===== config.mk =====
export PLATFORM = sky130hd
export DESIGN_NAME = tick_driven_uart_8n1
export DESIGN_NICKNAME = d
export VERILOG_FILES = /design/src/tduart_pkg.sv /design/src/tduart_ram.sv /design/src/tduart_core.sv /design/src/tduart_outbuf.sv /design/src/tick_driven_uart_8n1.sv
export SDC_FILE = /design/constraint.sdc
export NUM_CORES = 1
export LEC_CHECK = 0
export BUFFER_PORTS_ARGS = -buffer_cell sky130_fd_sc_hd__buf_2
export CAP_MARGIN = 20
export CORE_ASPECT_RATIO = 1.4
export CORE_MARGIN = 2
export CORE_UTILIZATION = 47
export CTS_CLUSTER_SIZE = 20
export DETAILED_ROUTE_END_ITERATION = 8
export GPL_TIMING_DRIVEN = 0
export SLEW_MARGIN = 15
export SYNTH_ARGS = -nofsm -noshare
export SYNTH_HDL_FRONTEND = slang
export SYNTH_SLANG_ARGS = --single-unit

===== constraint.sdc =====
create_clock -name clk_i -period 6.9 [get_ports clk_i]
set_input_delay 0.345 -clock clk_i [delete_from_list [all_inputs] [get_ports clk_i]]
set_output_delay 0.345 -clock clk_i [all_outputs]
set_load 0.02 [all_outputs]

===== src/tduart_pkg.sv =====
// Shared types and constants of the tick-paced 8N1 UART.
// Used by the buffer RAM, the line core, the result buffer and the top level.
`default_nettype none

package tduart_pkg;

  localparam int unsigned DEFAULT_BUFFER_DEPTH = 16;

  localparam int unsigned BIT_TIME_W  = 15;
  localparam int unsigned TICK_STEP_W = 8;
  localparam int unsigned TIMER_W     = 16;
  localparam int unsigned BYTE_W      = 8;
  localparam int unsigned COUNT_W     = 5;
  localparam int unsigned BIT_POS_W   = 3;

  localparam logic [BIT_TIME_W-1:0]  BIT_TIME_RST  = 15'd104;
  localparam logic [TICK_STEP_W-1:0] TICK_STEP_RST = 8'd1;

  localparam logic [BIT_POS_W-1:0] LAST_BIT = 3'd7;

  typedef enum logic {
    CFG_BIT_TIME  = 1'b0,
    CFG_TICK_STEP = 1'b1
  } cfg_reg_e;

  typedef enum logic [3:0] {
    TXP_IDLE  = 4'b0001,
    TXP_START = 4'b0010,
    TXP_DATA  = 4'b0100,
    TXP_STOP  = 4'b1000
  } tx_phase_e;

  typedef enum logic [2:0] {
    RXP_START = 3'b001,
    RXP_DATA  = 3'b010,
    RXP_STOP  = 3'b100
  } rx_phase_e;

  typedef struct packed {
    logic [BIT_TIME_W-1:0]  bit_time;
    logic [TICK_STEP_W-1:0] tick_step;
  } cfg_t;

  typedef struct packed {
    logic              tick;
    logic              rx_level;
    logic              rx_start_edge;
    logic              tx_write;
    logic [BYTE_W-1:0] tx_byte;
    logic              rx_read;
    logic              clear_tx_active;
  } item_t;

  typedef struct packed {
    logic               tx_line;
    logic               tx_active;
    logic               rx_active;
    logic [COUNT_W-1:0] rx_count;
    logic [BYTE_W-1:0]  read_data;
    logic               read_valid;
    logic               tx_accepted;
  } rslt_t;

endpackage

`default_nettype wire


===== src/tduart_ram.sv =====
// Byte buffer RAM: one write port, one read port with registered data.
// Write-first on an address collision. Depends on tduart_pkg.
`default_nettype none

module tduart_ram #(
  parameter int unsigned DEPTH = tduart_pkg::DEFAULT_BUFFER_DEPTH
) (
  input  wire                              clk_i,
  input  wire                              we_i,
  input  wire  [$clog2(DEPTH)-1:0]         waddr_i,
  input  wire  [tduart_pkg::BYTE_W-1:0]    wdata_i,
  input  wire  [$clog2(DEPTH)-1:0]         raddr_i,
  output logic [tduart_pkg::BYTE_W-1:0]    rdata_o
);

  logic [tduart_pkg::BYTE_W-1:0] mem_q [DEPTH];
  logic [tduart_pkg::BYTE_W-1:0] rdata_q;

  always_ff @(posedge clk_i) begin
    if (we_i) begin
      mem_q[waddr_i] <= wdata_i;
    end
  end

  always_ff @(posedge clk_i) begin
    if (we_i && (waddr_i == raddr_i)) begin
      rdata_q <= wdata_i;
    end else begin
      rdata_q <= mem_q[raddr_i];
    end
  end

  assign rdata_o = rdata_q;

endmodule

`default_nettype wire


===== src/tduart_core.sv =====
// Line core: buffer positions, transmit and receive sequencers, bit timers.
// Holds both byte buffers in tduart_ram with the head entry prefetched. Depends on tduart_pkg.
`default_nettype none

module tduart_core #(
  parameter int unsigned BUFFER_DEPTH = tduart_pkg::DEFAULT_BUFFER_DEPTH
) (
  input  wire                       clk_i,
  input  wire                       rst_ni,
  input  wire                       in_fire_i,
  input  tduart_pkg::item_t         item_i,
  input  tduart_pkg::cfg_t          cfg_i,
  output tduart_pkg::rslt_t         rslt_o
);

  localparam int unsigned AW = $clog2(BUFFER_DEPTH);
  localparam int unsigned PW = $clog2(BUFFER_DEPTH + 1);
  localparam int unsigned CW = (PW > tduart_pkg::COUNT_W) ? PW : tduart_pkg::COUNT_W;
  localparam logic [PW-1:0] DEPTH_POS = PW'(BUFFER_DEPTH);

  logic [PW-1:0] tx_wr_q, tx_wr_d, tx_rd_q, tx_rd_d;
  logic [PW-1:0] rx_wr_q, rx_wr_d, rx_rd_q, rx_rd_d;
  tduart_pkg::tx_phase_e tx_phase_q, tx_phase_d;
  tduart_pkg::rx_phase_e rx_phase_q, rx_phase_d;
  logic [tduart_pkg::BIT_POS_W-1:0] tx_bit_q, tx_bit_d, rx_bit_q, rx_bit_d;
  logic [tduart_pkg::TIMER_W-1:0]   tx_timer_q, tx_timer_d, rx_timer_q, rx_timer_d;
  logic [tduart_pkg::BYTE_W-1:0]    rx_shift_q, rx_shift_d;
  logic rx_armed_q, rx_armed_d;
  logic tx_busy_q, tx_busy_d;
  logic rx_busy_q, rx_busy_d;
  logic line_q, line_d;

  logic                           tx_we, rx_we;
  logic [tduart_pkg::BYTE_W-1:0]  tx_rdata, rx_rdata, tx_head;
  logic [tduart_pkg::TIMER_W-1:0] tx_tsum, rx_tsum, bit_lim, half_lim, rx_lim;
  logic [CW-1:0]                  rx_diff;
  logic [tduart_pkg::BYTE_W-1:0]  rd_data;
  logic                           rd_valid, tx_acc;

  tduart_ram #(.DEPTH(BUFFER_DEPTH)) u_tx_ram (
    .clk_i   (clk_i),
    .we_i    (tx_we),
    .waddr_i (tx_wr_q[AW-1:0]),
    .wdata_i (item_i.tx_byte),
    .raddr_i (tx_rd_d[AW-1:0]),
    .rdata_o (tx_rdata)
  );

  tduart_ram #(.DEPTH(BUFFER_DEPTH)) u_rx_ram (
    .clk_i   (clk_i),
    .we_i    (rx_we),
    .waddr_i (rx_wr_q[AW-1:0]),
    .wdata_i (rx_shift_q),
    .raddr_i (rx_rd_d[AW-1:0]),
    .rdata_o (rx_rdata)
  );

  assign tx_tsum  = tx_timer_q + tduart_pkg::TIMER_W'(cfg_i.tick_step);
  assign rx_tsum  = rx_timer_q + tduart_pkg::TIMER_W'(cfg_i.tick_step);
  assign bit_lim  = tduart_pkg::TIMER_W'(cfg_i.bit_time);
  assign half_lim = (bit_lim + tduart_pkg::TIMER_W'(1)) >> 1;
  assign rx_lim   = ((rx_phase_q == tduart_pkg::RXP_DATA) ||
                     (rx_phase_q == tduart_pkg::RXP_STOP)) ? bit_lim : half_lim;
  assign tx_head  = (tx_we && (tx_wr_q == tx_rd_q)) ? item_i.tx_byte : tx_rdata;

  always_comb begin
    tx_wr_d    = tx_wr_q;
    tx_rd_d    = tx_rd_q;
    rx_wr_d    = rx_wr_q;
    rx_rd_d    = rx_rd_q;
    tx_phase_d = tx_phase_q;
    rx_phase_d = rx_phase_q;
    tx_bit_d   = tx_bit_q;
    rx_bit_d   = rx_bit_q;
    tx_timer_d = tx_timer_q;
    rx_timer_d = rx_timer_q;
    rx_shift_d = rx_shift_q;
    rx_armed_d = rx_armed_q;
    tx_busy_d  = tx_busy_q;
    rx_busy_d  = rx_busy_q;
    line_d     = line_q;
    tx_we      = 1'b0;
    rx_we      = 1'b0;
    rd_data    = '0;
    rd_valid   = 1'b0;
    tx_acc     = 1'b0;

    if (in_fire_i) begin
      if (item_i.rx_start_edge) begin
        rx_armed_d = 1'b1;
      end
      if (item_i.clear_tx_active) begin
        tx_busy_d = 1'b0;
      end
      if (item_i.tx_write && (tx_wr_q < DEPTH_POS)) begin
        tx_we   = 1'b1;
        tx_wr_d = tx_wr_q + PW'(1);
        tx_acc  = 1'b1;
      end
      if (item_i.rx_read && (rx_rd_q < rx_wr_q)) begin
        rd_data  = rx_rdata;
        rd_valid = 1'b1;
        rx_rd_d  = rx_rd_q + PW'(1);
      end

      if (item_i.tick) begin
        if (rx_armed_d) begin
          if (rx_tsum < rx_lim) begin
            rx_timer_d = rx_tsum;
          end else begin
            rx_timer_d = '0;
            case (rx_phase_q)
              tduart_pkg::RXP_DATA: begin
                rx_shift_d[rx_bit_q] = rx_shift_q[rx_bit_q] | item_i.rx_level;
                if (rx_bit_q == tduart_pkg::LAST_BIT) begin
                  rx_bit_d   = '0;
                  rx_phase_d = tduart_pkg::RXP_STOP;
                end else begin
                  rx_bit_d = rx_bit_q + tduart_pkg::BIT_POS_W'(1);
                end
              end
              tduart_pkg::RXP_STOP: begin
                rx_busy_d  = 1'b0;
                rx_armed_d = 1'b0;
                if (rx_wr_q < DEPTH_POS) begin
                  rx_we   = 1'b1;
                  rx_wr_d = rx_wr_q + PW'(1);
                end
                rx_phase_d = tduart_pkg::RXP_START;
              end
              default: begin
                rx_busy_d  = 1'b1;
                rx_shift_d = '0;
                rx_phase_d = tduart_pkg::RXP_DATA;
              end
            endcase
          end
        end
        if (rx_wr_d == rx_rd_d) begin
          rx_wr_d = '0;
          rx_rd_d = '0;
        end

        if (tx_tsum < bit_lim) begin
          tx_timer_d = tx_tsum;
        end else begin
          tx_timer_d = '0;
          case (tx_phase_q)
            tduart_pkg::TXP_START: begin
              line_d     = 1'b0;
              tx_busy_d  = 1'b1;
              tx_phase_d = tduart_pkg::TXP_DATA;
            end
            tduart_pkg::TXP_DATA: begin
              line_d = (tx_rd_q < DEPTH_POS) ? tx_head[tx_bit_q] : 1'b0;
              if (tx_bit_q == tduart_pkg::LAST_BIT) begin
                tx_bit_d   = '0;
                tx_phase_d = tduart_pkg::TXP_STOP;
              end else begin
                tx_bit_d = tx_bit_q + tduart_pkg::BIT_POS_W'(1);
              end
            end
            tduart_pkg::TXP_STOP: begin
              line_d     = 1'b1;
              tx_busy_d  = 1'b0;
              tx_rd_d    = tx_rd_q + PW'(1);
              tx_phase_d = tduart_pkg::TXP_IDLE;
            end
            default: begin
              line_d = 1'b1;
              if (tx_wr_d != '0) begin
                tx_phase_d = tduart_pkg::TXP_START;
              end else begin
                tx_phase_d = tduart_pkg::TXP_IDLE;
              end
            end
          endcase
        end
        if (tx_wr_d == tx_rd_d) begin
          tx_wr_d = '0;
          tx_rd_d = '0;
        end
      end
    end
  end

  assign rx_diff = (rx_wr_d >= rx_rd_d) ? (CW'(rx_wr_d) - CW'(rx_rd_d)) : '0;

  assign rslt_o.tx_line     = line_d;
  assign rslt_o.tx_active   = tx_busy_d;
  assign rslt_o.rx_active   = rx_busy_d;
  assign rslt_o.rx_count    = rx_diff[tduart_pkg::COUNT_W-1:0];
  assign rslt_o.read_data   = rd_data;
  assign rslt_o.read_valid  = rd_valid;
  assign rslt_o.tx_accepted = tx_acc;

  always_ff @(posedge clk_i or negedge rst_ni) begin
    if (!rst_ni) begin
      tx_wr_q    <= '0;
      tx_rd_q    <= '0;
      rx_wr_q    <= '0;
      rx_rd_q    <= '0;
      tx_phase_q <= tduart_pkg::TXP_IDLE;
      rx_phase_q <= tduart_pkg::RXP_START;
      tx_bit_q   <= '0;
      rx_bit_q   <= '0;
      tx_timer_q <= '0;
      rx_timer_q <= '0;
      rx_shift_q <= '0;
      rx_armed_q <= 1'b0;
      tx_busy_q  <= 1'b0;
      rx_busy_q  <= 1'b0;
      line_q     <= 1'b1;
    end else begin
      tx_wr_q    <= tx_wr_d;
      tx_rd_q    <= tx_rd_d;
      rx_wr_q    <= rx_wr_d;
      rx_rd_q    <= rx_rd_d;
      tx_phase_q <= tx_phase_d;
      rx_phase_q <= rx_phase_d;
      tx_bit_q   <= tx_bit_d;
      rx_bit_q   <= rx_bit_d;
      tx_timer_q <= tx_timer_d;
      rx_timer_q <= rx_timer_d;
      rx_shift_q <= rx_shift_d;
      rx_armed_q <= rx_armed_d;
      tx_busy_q  <= tx_busy_d;
      rx_busy_q  <= rx_busy_d;
      line_q     <= line_d;
    end
  end

endmodule

`default_nettype wire


===== src/tduart_outbuf.sv =====
// Two-entry result buffer between the line core and the output channel.
// Keeps input ready a registered signal. Depends on tduart_pkg.
`default_nettype none

module tduart_outbuf (
  input  wire                clk_i,
  input  wire                rst_ni,
  input  wire                push_i,
  input  tduart_pkg::rslt_t  push_data_i,
  output logic               ready_o,
  output logic               valid_o,
  input  wire                pop_ready_i,
  output tduart_pkg::rslt_t  data_o
);

  tduart_pkg::rslt_t slot_q [2];
  logic       wr_ptr_q, wr_ptr_d, rd_ptr_q, rd_ptr_d;
  logic [1:0] cnt_q, cnt_d;
  logic       pop;

  assign valid_o = (cnt_q != 2'd0);
  assign ready_o = (cnt_q != 2'd2);
  assign pop     = valid_o && pop_ready_i;
  assign data_o  = slot_q[rd_ptr_q];

  always_comb begin
    wr_ptr_d = push_i ? ~wr_ptr_q : wr_ptr_q;
    rd_ptr_d = pop ? ~rd_ptr_q : rd_ptr_q;
    cnt_d    = cnt_q + 2'(push_i) - 2'(pop);
  end

  always_ff @(posedge clk_i) begin
    if (push_i) begin
      slot_q[wr_ptr_q] <= push_data_i;
    end
  end

  always_ff @(posedge clk_i or negedge rst_ni) begin
    if (!rst_ni) begin
      wr_ptr_q <= 1'b0;
      rd_ptr_q <= 1'b0;
      cnt_q    <= 2'd0;
    end else begin
      wr_ptr_q <= wr_ptr_d;
      rd_ptr_q <= rd_ptr_d;
      cnt_q    <= cnt_d;
    end
  end

endmodule

`default_nettype wire


===== src/tick_driven_uart_8n1.sv =====
// A result beat is written into the result buffer when its input beat is taken and offered once earlier beats go.
// Throughput: one beat per cycle; input ready falls only while two result beats wait.
// The transmit head byte is prefetched from its buffer RAM, so a data bit needs no wait.
// Reset: asynchronous, active low; positions, sequencers, timers and flags clear,
// registers return to bit_time 104 and tick_step 1; buffer RAM contents stay unset.
// Top level: configuration registers, line core and result buffer. Depends on tduart_pkg.
`default_nettype none

module tick_driven_uart_8n1 #(
  parameter int unsigned BUFFER_DEPTH = tduart_pkg::DEFAULT_BUFFER_DEPTH
) (
  input  wire         clk_i,
  input  wire         rst_ni,
  input  wire         cfg_valid_i,
  output logic        cfg_ready_o,
  input  wire         cfg_index_i,
  input  wire  [14:0] cfg_data_i,
  input  wire         in_valid_i,
  output logic        in_ready_o,
  input  wire         tick_i,
  input  wire         rx_level_i,
  input  wire         rx_start_edge_i,
  input  wire         tx_write_i,
  input  wire  [7:0]  tx_byte_i,
  input  wire         rx_read_i,
  input  wire         clear_tx_active_i,
  output logic        out_valid_o,
  input  wire         out_ready_i,
  output logic        tx_line_o,
  output logic        tx_active_o,
  output logic        rx_active_o,
  output logic [4:0]  rx_count_o,
  output logic [7:0]  read_data_o,
  output logic        read_valid_o,
  output logic        tx_accepted_o
);

  tduart_pkg::cfg_t  cfg_q, cfg_d;
  tduart_pkg::item_t item;
  tduart_pkg::rslt_t core_rslt, out_rslt;
  logic              in_fire;
  logic              buf_ready;

  assign cfg_ready_o = 1'b1;

  always_comb begin
    cfg_d = cfg_q;
    if (cfg_valid_i) begin
      case (tduart_pkg::cfg_reg_e'(cfg_index_i))
        tduart_pkg::CFG_BIT_TIME:  cfg_d.bit_time  = cfg_data_i;
        tduart_pkg::CFG_TICK_STEP: cfg_d.tick_step = cfg_data_i[tduart_pkg::TICK_STEP_W-1:0];
        default: cfg_d = cfg_q;
      endcase
    end
  end

  always_ff @(posedge clk_i or negedge rst_ni) begin
    if (!rst_ni) begin
      cfg_q.bit_time  <= tduart_pkg::BIT_TIME_RST;
      cfg_q.tick_step <= tduart_pkg::TICK_STEP_RST;
    end else begin
      cfg_q <= cfg_d;
    end
  end

  assign in_ready_o = buf_ready;
  assign in_fire    = in_valid_i && buf_ready;

  assign item.tick            = tick_i;
  assign item.rx_level        = rx_level_i;
  assign item.rx_start_edge   = rx_start_edge_i;
  assign item.tx_write        = tx_write_i;
  assign item.tx_byte         = tx_byte_i;
  assign item.rx_read         = rx_read_i;
  assign item.clear_tx_active = clear_tx_active_i;

  tduart_core #(.BUFFER_DEPTH(BUFFER_DEPTH)) u_core (
    .clk_i     (clk_i),
    .rst_ni    (rst_ni),
    .in_fire_i (in_fire),
    .item_i    (item),
    .cfg_i     (cfg_q),
    .rslt_o    (core_rslt)
  );

  tduart_outbuf u_outbuf (
    .clk_i       (clk_i),
    .rst_ni      (rst_ni),
    .push_i      (in_fire),
    .push_data_i (core_rslt),
    .ready_o     (buf_ready),
    .valid_o     (out_valid_o),
    .pop_ready_i (out_ready_i),
    .data_o      (out_rslt)
  );

  assign tx_line_o     = out_rslt.tx_line;
  assign tx_active_o   = out_rslt.tx_active;
  assign rx_active_o   = out_rslt.rx_active;
  assign rx_count_o    = out_rslt.rx_count;
  assign read_data_o   = out_rslt.read_data;
  assign read_valid_o  = out_rslt.read_valid;
  assign tx_accepted_o = out_rslt.tx_accepted;

endmodule

`default_nettype wire

==> flow_metrics.tcl <==
set metrics [dict create \
    outcome "finished, final reports clean" \
    ir_drop_mv 0.2088 \
    vias 11843 \
    cts_tree "yes" \
    hp-class "in2reg" \
    endpoint "u_outbuf.slot_q[1][11]$_DFFE_PP_" \
    grt_max_degree 67 \
    mostFrequentLayoutCell "edfxtp_1" \
    viasPerCell 5.683 \
    min_period_ps 6585 \
    reg2regPathDepth 28 \
    r2r_slack_ps 310 \
    cp_slowest_cell "dfrtp_1" \
    worstPathMaxFanout 10 \
    cts_root_buf "clkbuf_16" \
    power-per-cell-area_nw_per_um2 345.1 \
    dp_hpwl_mm 31.81 \
    floorplan.initialDensity_pct 47.60 \
    ys_async_sr_fraction_pct 25.74 \
    synth_ff_type "edfxtp_1" \
    clk_latency_ps 570 \
    cts_buffers 41 \
    synth_edf_count 292 \
    first_pass_iters 5 \
    htreeDepth 2 \
    drt_iter0_markers 806 \
    period_share_pct 95.44 \
    ys_ff_latch 404 \
    drt_wl_total_mm 44.02 \
    critPathKind "reg2reg" \
    drv_slew 0 \
    drv_cap 0 \
    grt_pass1_wl_mm 69.28 \
    grt-ovfl-total 0 \
    synth_area_um2 19170 \
    core_area_um2 40280 \
    fin_worst_skew_ps 32.54 \
    layout_common_cells "edfxtp_1 (292), nand2_1 (127), dfrtp_1 (97)" \
    synth_warnings 0 \
    finalPower_mw 7.478 \
    grt_pass1_vias 12179 \
    crit_path_start "cfg_q[4]$_DFFE_PN0P_" \
    syn_nets 1509 \
    start_kind "register" \
    ios 56 \
    seq_area_frac_synth_pct 60.19 \
    port_buffers 54 \
    r2r-start "cfg_q[4]$_DFFE_PN0P_" \
    fp.dieH_um 243.0 \
    hold_viol 0 \
    ant_nets 0 \
    slew_headroom_pct 35.56 \
    drive_gt1_share_pct 18.58 \
    p_leak_nw 7.833 \
    setup_tns_ps 0 \
    hold_ws_ps 12.03 \
    fmax_ghz 0.1518 \
    regToRegEndpoint "u_outbuf.slot_q[1][11]$_DFFE_PP_" \
    antenna_cells 0 \
    rows 87 \
    tightest_slew_ps 966.6 \
    clkSlewWorstSetupHoldPaths_ps 60 \
    nets 1624 \
    antenna_found_initial 0 \
    netlist_instances 1402 \
    place_congestion 0.8827 \
    die_area_um2 42440 \
    critPathRequiredTime_ps 7170 \
    place_worst_setup_slack_ps -111.8 \
    cts_sinks 404 \
    yosysUniqueCellTypes 75 \
    drc 0 \
    setup-violations-final 0 \
    die_w_um 174.7 \
    wl_per_cell_um 21.12 \
    avgSynthCellArea_um2 13.67 \
    min_from "cfg_data_i[7]" \
    timing.final.ws_setup_ps 314.5 \
    arrival_ps 6860 \
    setup.worst_path.end_class "register" \
    cts_max_path_buffers 3 \
    areaGrowthSynthToFinish_pct 13.04 \
    critical_path.max_stage_delay_ps 470 \
    grt_use_total_pct 21.15 \
    min_path_cells 3 \
]
[through the flow]
stage | std cells | util [%] | instance area [µm²]
floorplan | 1402 | - | 19170
global placement | 1990 | 49.93 | 20110
detailed placement | 1996 | 50.18 | 20210
CTS | 2078 | 53.63 | 21600
global route | 2084 | 53.81 | 21670
finish | 2084 | 53.81 | 21670
[layer usage]
layer | wire length [µm] | global-route usage (%) | up-vias
li1 | - | - | 5590
met1 | 17550 | 25.07 | 5920
met2 | 23590 | 39.62 | 264
met3 | 1753 | 2.882 | 69
met4 | 1133 | 6.250 | 0
met5 | 0 | 0 | -
[power breakdown]
group | internal (mW) | switching (mW) | total (mW)
Combinational | 0.919 | 1.35 | 2.27
Sequential | 2.86 | 0.169 | 3.03
Clock | 1.22 | 0.959 | 2.17
[sequential cells by signal, indices dropped and copies added (netlist names), 2 cells and up, named ones only]
| register | flops |
|---|---|
| u_core.u_rx_ram.mem_q | 128 |
| u_core.u_tx_ram.mem_q | 128 |
| u_outbuf.slot_q | 36 |
| cfg_q | 23 |
| u_core.rx_timer_q | 16 |
| u_core.tx_timer_q | 16 |
| u_core.rx_shift_q | 8 |
| u_core.rx_rd_q | 5 |
| u_core.rx_wr_q | 5 |
| u_core.tx_rd_q | 5 |
| u_core.tx_wr_q | 5 |
| u_core.tx_phase_q | 4 |
| u_core.rx_bit_q | 3 |
| u_core.rx_phase_q | 3 |
| u_core.tx_bit_q | 3 |
| u_outbuf.cnt_q | 2 |
[kinds of logic after synthesis]
group                    count (synthesis)  synth area share, %
multiplexers                           118                11.17
flip-flops                             404                60.19
XOR/XNOR                                68                3.107
AO/OA/AOI/OAI                          256                8.628
other                                    1              0.01956
buffers and inverters                   96                2.017
AND/OR/NAND/NOR                        386                10.02
adder cells (fa/ha/maj)                 73                4.836
[how the worst min path moves through the flow]
stage | end | slack (ps)
3_5_place_dp | cfg_q[5]$_DFFE_PN0P_ | 300
3_3_place_gp | u_core.tx_timer_q[5]$_DFFE_PN0P_ | 460
4_1_cts | cfg_q[15]$_DFFE_PN0P_ | 6
2_1_floorplan | cfg_q[10]$_DFFE_PN0P_ | 50
6_report | cfg_q[15]$_DFFE_PN0P_ | 10
5_1_grt | cfg_q[16]$_DFFE_PN0P_ | 10
[layout make-up]
cell class | instances | area [µm²]
buffer | 63 | 266.5
clock buffer | 57 | 1146
clock inverter | 19 | 175.2
fill | 3314 | 18610
inverter | 33 | 123.9
multi-input combinational | 902 | 7303
sequential | 404 | 11540
tap | 534 | 668.1
timing repair buffer | 72 | 447.9
[cells in the mapped netlist, types with 3 or more instances]
master    number  area [µm²]
buf_4          3       22.52
nand2b_1      10       62.56
dfstp_2        7       183.9
a21oi_1       48       240.2
buf_1         12       45.04
mux2i_1       10       100.1
o22ai_1       20       125.1
or3_1          6       37.54
edfxtp_1     292        8768
nor3_1        26       130.1
or2_2          6       37.54
o41ai_1        4       35.03
ha_1          70       875.8
a221oi_1       3       26.28
o21ai_0       89       445.4
a211oi_1       9       67.56
nand3_1       24       120.1
nor2_1        71       266.5
mux4_2        73        1644
nor2b_1       10       62.56
o31ai_1       13       97.59
nand2_1      127       476.7
dfrtp_1       97        2427
o211ai_1       5       37.54
inv_1         33       123.9
a31o_2         4       35.03
clkbuf_1      41       153.9
xnor2_1       47       411.6
nor3_2         3       30.03
o21bai_1       3       22.52
mux2_2        34       382.9
buf_2          6       30.03
nor4b_1        6       52.55
nand4_1       17       106.4
a21o_1        10       75.07
a211o_1        4       35.03
and2_1        30       187.7
o21a_1         7       52.55
dfxtp_1        8       160.2
and3_1        34       212.7
nor4_1         3       18.77
nand3b_1       4       30.03
xor2_1        21       183.9
a31oi_1       13       81.33
[worst max-delay path, delay by kind of cell, from the launching register on]
family	cells	cell delay, ps
DFF	1	470
and+or+nand+nor	10	1780
buffers and inverters	3	500
xor gates and xnor gates	1	150
adders and majority gates	4	1310
AOI/OAI and AO/OA	10	2080
[what timing repair did]
item	CTS	global route
endpoints found under the setup margin	10	10
hold endpoints to repair	42	0
setup buffers	0	5
hold buffers	6	0
pin swaps	0	5
resized for setup	1	9
Note: power is estimated with default switching activity, not from simulation.
